**src/rtl/kmp_pkg.sv**
```systemverilog
// kmp_pkg: shared sizes, types, codes and the memory request bundle of the KMP stream matcher.
// No dependencies; imported by kmp_store, kmp_stream_matcher_top, kmp_props, kmp_checker and tb.
package kmp_pkg;

  localparam int MAX_PATTERN = 256;
  localparam int AW          = $clog2(MAX_PATTERN);
  localparam int LW          = AW + 1;

  typedef logic [AW-1:0]        addr_t;
  typedef logic [LW-1:0]        len_t;
  typedef logic signed [LW-1:0] link_t;
  typedef logic [7:0]           sym_t;

  // failure link meaning "step past this text byte"
  localparam link_t LINK_NONE = '1;

  localparam logic ACT_PATTERN = 1'b0;
  localparam logic ACT_TEXT    = 1'b1;

  typedef enum logic [2:0] {
    ST_IDLE,
    ST_BLD_EVAL,
    ST_BLD_FETCH,
    ST_BLD_STEP,
    ST_BLD_WRITE,
    ST_MATCH
  } state_t;

  typedef struct packed {
    logic  p_we;
    addr_t p_waddr;
    sym_t  p_wdata;
    logic  p_re;
    addr_t p_raddr_a;
    addr_t p_raddr_b;
    logic  f_we;
    addr_t f_waddr;
    link_t f_wdata;
    logic  f_re;
    addr_t f_raddr;
  } kmp_mem_req_t;

endpackage

```
**src/rtl/kmp_store.sv**
```systemverilog
// kmp_store: pattern memory (one write, two read ports) and failure-link memory (one write,
// one read port), both with registered read data. Depends on kmp_pkg.
module kmp_store import kmp_pkg::*; (
  input  logic         clk,
  input  kmp_mem_req_t req,
  output sym_t         p_rdata_a,
  output sym_t         p_rdata_b,
  output link_t        f_rdata
);

  sym_t  pat_mem  [MAX_PATTERN];
  link_t fail_mem [MAX_PATTERN];

  sym_t  p_rd_a_r;
  sym_t  p_rd_b_r;
  link_t f_rd_r;

  always_ff @(posedge clk) begin
    if (req.p_we) begin
      pat_mem[req.p_waddr] <= req.p_wdata;
    end
    if (req.p_re) begin
      p_rd_a_r <= pat_mem[req.p_raddr_a];
      p_rd_b_r <= pat_mem[req.p_raddr_b];
    end
  end

  always_ff @(posedge clk) begin
    if (req.f_we) begin
      fail_mem[req.f_waddr] <= req.f_wdata;
    end
    if (req.f_re) begin
      f_rd_r <= fail_mem[req.f_raddr];
    end
  end

  assign p_rdata_a = p_rd_a_r;
  assign p_rdata_b = p_rd_b_r;
  assign f_rdata   = f_rd_r;

endmodule

```
**config.mk**
```make
export PLATFORM = sky130hd
export DESIGN_NAME = kmp_store
export DESIGN_NICKNAME = d
export VERILOG_FILES = /design/src/rtl/kmp_pkg.sv /design/src/rtl/kmp_store.sv
export SDC_FILE = /design/constraint.sdc
export NUM_CORES = 2
export LEC_CHECK = 0
export BUFFER_PORTS_ARGS = -buffer_cell sky130_fd_sc_hd__buf_2
export CORE_UTILIZATION = 33
export DETAILED_ROUTE_END_ITERATION = 8
export HOLD_SLACK_MARGIN = 0.1
export PLACE_DENSITY_LB_ADDON = 0.12
export SLEW_MARGIN = 15
export SYNTH_ARGS = -nofsm -noshare
export SYNTH_HDL_FRONTEND = slang
export SYNTH_MEMORY_MAX_BITS = 65536
export SYNTH_SLANG_ARGS = --single-unit
```
**constraint.sdc**
```tcl
create_clock -name clk -period 2.4 [get_ports clk]
set_input_delay 0.12 -clock clk [delete_from_list [all_inputs] [get_ports clk]]
set_output_delay 0.12 -clock clk [all_outputs]
set_load 0.01 [all_outputs]
```
==> flow_metrics.tcl <==
set metrics [dict create \
    maxCapViolCount 0 \
    period_minus_slack_ns 2.64 \
    area_delta_synth_final_pct 22.4 \
    synth_fa_ha_area_share_pct 0 \
    fillers 49900 \
    tightest_slew_ns 1.17 \
    placementRows 275 \
    via_per_inst 5.45 \
    rr_startpoint "fail_mem[244][6]" \
    antenna_found_initial 25 \
    fin_ws_ns -0.240 \
    ioPinCount 87 \
    cts_tree "done" \
    synth_edf_count 4377 \
    slew-limit-headroom_pct 21.5 \
    critical_path_arrival_ns 3.37 \
    multi_input_area_um2 52800 \
    ant_nets 0 \
    hold_path.class "input port to register" \
    rrSetupSlack_ns -0.24 \
    route.met2.wl_um 308000 \
    crit_required_ns 3.13 \
    worstHoldStart "req[3]" \
    crit_family "multiplexers" \
    path_buf_inv 1 \
    wl_per_cell_um 32.8 \
    clk_pin_slew_ns 0.06 \
    crit_chain "mux4_2 -> mux4_2 -> mux2i_4 -> nor2_4 -> o32ai_4 -> buf_4 -> a211oi_2" \
    drive_gt1_share_pct 39.5 \
    syn_area_um2 187000 \
    finalSetupViolations 20 \
    ys_seq_area_share_pct 70.5 \
    critPathMaxStageDelay_ns 0.55 \
    yosys-mux-area-fraction_pct 21.7 \
    synth_cells 9108 \
    track_usage_pct 21.4 \
    nets 11100 \
    regArea_um2 131000 \
    clockBufferDepth 4 \
    holdPathStages 5 \
    synth_seq_cells 4377 \
    synth_top_family_by_area "multiplexers" \
    p_leak_nw 74.8 \
    layoutNonFillerInstCount 18900 \
    hpwl_um 422000 \
    critical_path.max_fanout 1 \
    synthXorXnorAreaFrac_pct 0 \
    clock-sinks 4377 \
    syn-num-nets 9170 \
    synth_cell_types 66 \
    yosys-top-cells-area "edfxtp_1 70%, mux4_2 19%, mux2i_1 2.8%" \
    fin_crit_sh_pct 110 \
    synth-main-ff-cell "edfxtp_1" \
    post-route-util_pct 40.6 \
    cts_made_buffers 479 \
    yosysTopAreaCellShare_pct 70.5 \
    fmax_mhz 379 \
    dieHeight_um 754 \
    path_class "register to register" \
    grt_first_pass_wirelength_um 867000 \
    yosys.cell_count.top_type "edfxtp_1" \
    top_layer_used "met4" \
    startpoint_type "register" \
    die_w_um 754 \
    place_congestion 0.863 \
    slew_violations 0 \
    power_mw 173 \
    dr.pass1.iters 6 \
    crit_path_end_kind "register" \
    violations "setup timing" \
    overflow 0 \
    wl_met1_um 264000 \
    dieArea_um2 568000 \
    start_util_pct 33.2 \
    wl_um 622000 \
    vdd.ir_drop.worst_mv 0.706 \
    place_inst 18000 \
    p_per_area_nw_per_um2 758 \
    io_buffer_count 86 \
    syn_area_per_cell_um2 20.5 \
    htreeDepth 5 \
    root_buffer "clkbuf_16" \
    reg2reg_depth 7 \
    synthTopCellsByCount "4,377 x edfxtp_1, 1,550 x mux4_2, 652 x nor2_1" \
    crit_slowest_cell "mux4_2" \
    dr_wl_met3_um 31500 \
    final_hold_viol_count 0 \
    grt_pass1_vias 107000 \
    status "complete, but fails checks" \
    core-area_um2 562000 \
    crit_top_cell "mux4_2" \
    pre_cts_ws_ns -1.53 \
    vias 103000 \
    whs_endpoint "f_rdata[7]" \
    drc_errors 0 \
    insertion_delay_ns 1.05 \
    grt_max_degree 129 \
    synthArstFlopShare_pct 0 \
    synthSimpleGateAreaFrac_pct 2.81 \
    r2r_end "f_rdata[6]" \
    yosys.area.top_type "edfxtp_1" \
    yosysWarnings 0 \
    synth_compound_area_share_pct 2.97 \
    rsz0062_at_grt "true" \
    drt_iter0_drc 9736 \
    skew_ns 0.0719 \
]
==> cells in the final DEF, fill, tap and decap left out, types with 14 or more instances in the layout <==
cell type / count
edfxtp_1: 4377
a22oi_1: 46
buf_2: 56
nor3_1: 43
a22o_1: 47
clkinvlp_4: 19
nand2_2: 23
nand3_1: 75
nand2b_1: 20
mux4_2: 1550
a31oi_1: 20
buf_4: 1670
nand4_1: 29
a211oi_1: 24
nand2_1: 192
o221ai_1: 166
clkbuf_1: 76
mux2_2: 38
o21ai_0: 43
clkbuf_16: 486
nor2b_1: 50
buf_8: 21
o22ai_1: 115
inv_1: 14
nor2_1: 635
dlygate4sd3_1: 60
bufinv_16: 62
a221oi_1: 26
buf_6: 20
mux2i_1: 511
clkinv_1: 114
buf_12: 239
a21oi_1: 137
clkinv_2: 109
a211oi_2: 14
==> worst max path at each step <==
stage                startpoint           end  depth (start not counted)
2_1_floorplan            req[0]    f_rdata[6]                          8
3_3_place_gp            req[27]  p_rdata_b[4]                         11
3_5_place_dp             req[0]    f_rdata[6]                         10
4_1_cts        fail_mem[242][6]    f_rdata[6]                          7
5_1_grt        fail_mem[247][6]    f_rdata[6]                          7
6_report       fail_mem[244][6]    f_rdata[6]                          7
==> layout make-up <==
| cell class | count | share of cell area (%) |
|---|---|---|
| multi-input cells | 4084 | 23.1 |
| clock buffers | 562 | 5.45 |
| clock inverters | 330 | 1.45 |
| flip-flops and latches | 4377 | 57.6 |
| diodes | 4 | 0.00438 |
| well taps | 7479 | 4.10 |
| inverters | 21 | 0.0384 |
| repair buffers | 2071 | 8.24 |
==> flip-flops by register name, indices dropped and copies added (netlist names) <==
signal / cells
fail_mem: 2304
p_rdata_a: 8
p_rdata_b: 8
pat_mem: 2048
f_rdata: 9
==> tightest hold or removal path, delay by kind of cell <==
family          cells  cell delay, ns
buf+inv             2            0.37
compound gates      2            0.42
simple gates        1            0.07
==> per-stage QoR <==
stage | TNS (ns) | cell area (um2) | hold slack [ns]
final | -1.97 | 228000 | 0.131
after global routing | -2.76 | 228000 | 0.123
after detailed placement | -26.62 | 211000 | 0.485
after floorplan | 0 | 187000 | 0.219
after CTS | -4.67 | 228000 | 0.100
after global placement | -28.67 | 211000 | 0.474
==> where the power goes <==
group	total (mW)	leakage, nW	switching [mW]	internal [mW]
Combinational	13.8	27.7	8.08	5.72
Sequential	84.5	39.4	0.182	84.3
Clock	74.7	7.71	31.1	43.5
Total	173	74.8	39.4	134
==> repair_timing <==
item	4_1_cts	5_1_grt
endpoints found under the hold margin	5846	8
setup endpoints to repair	25	74
resized for setup	229	40
gates cloned	0	0
pin swaps	55	38
hold buffers	68	1
setup buffers	0	2
==> cells by family (layout without fill, tap and decap cells) <==
kind of cell,Yosys count,count (layout)
flip-flops,4377,4377
AND/OR/NAND/NOR,1205,1205
AO/OA/AOI/OAI,771,771
other,0,4
multiplexers,2108,2108
buffers and inverters,647,2984
==> layer usage <==
layer / GRT usage (%) / vias to the layer above
li1: - / 42800
met1: 29.3 / 56300
met2: 36.4 / 3238
met3: 2.63 / 751
met4: 5.58 / 0
met5: 0 / -
Power figures use the tool's default switching activity.
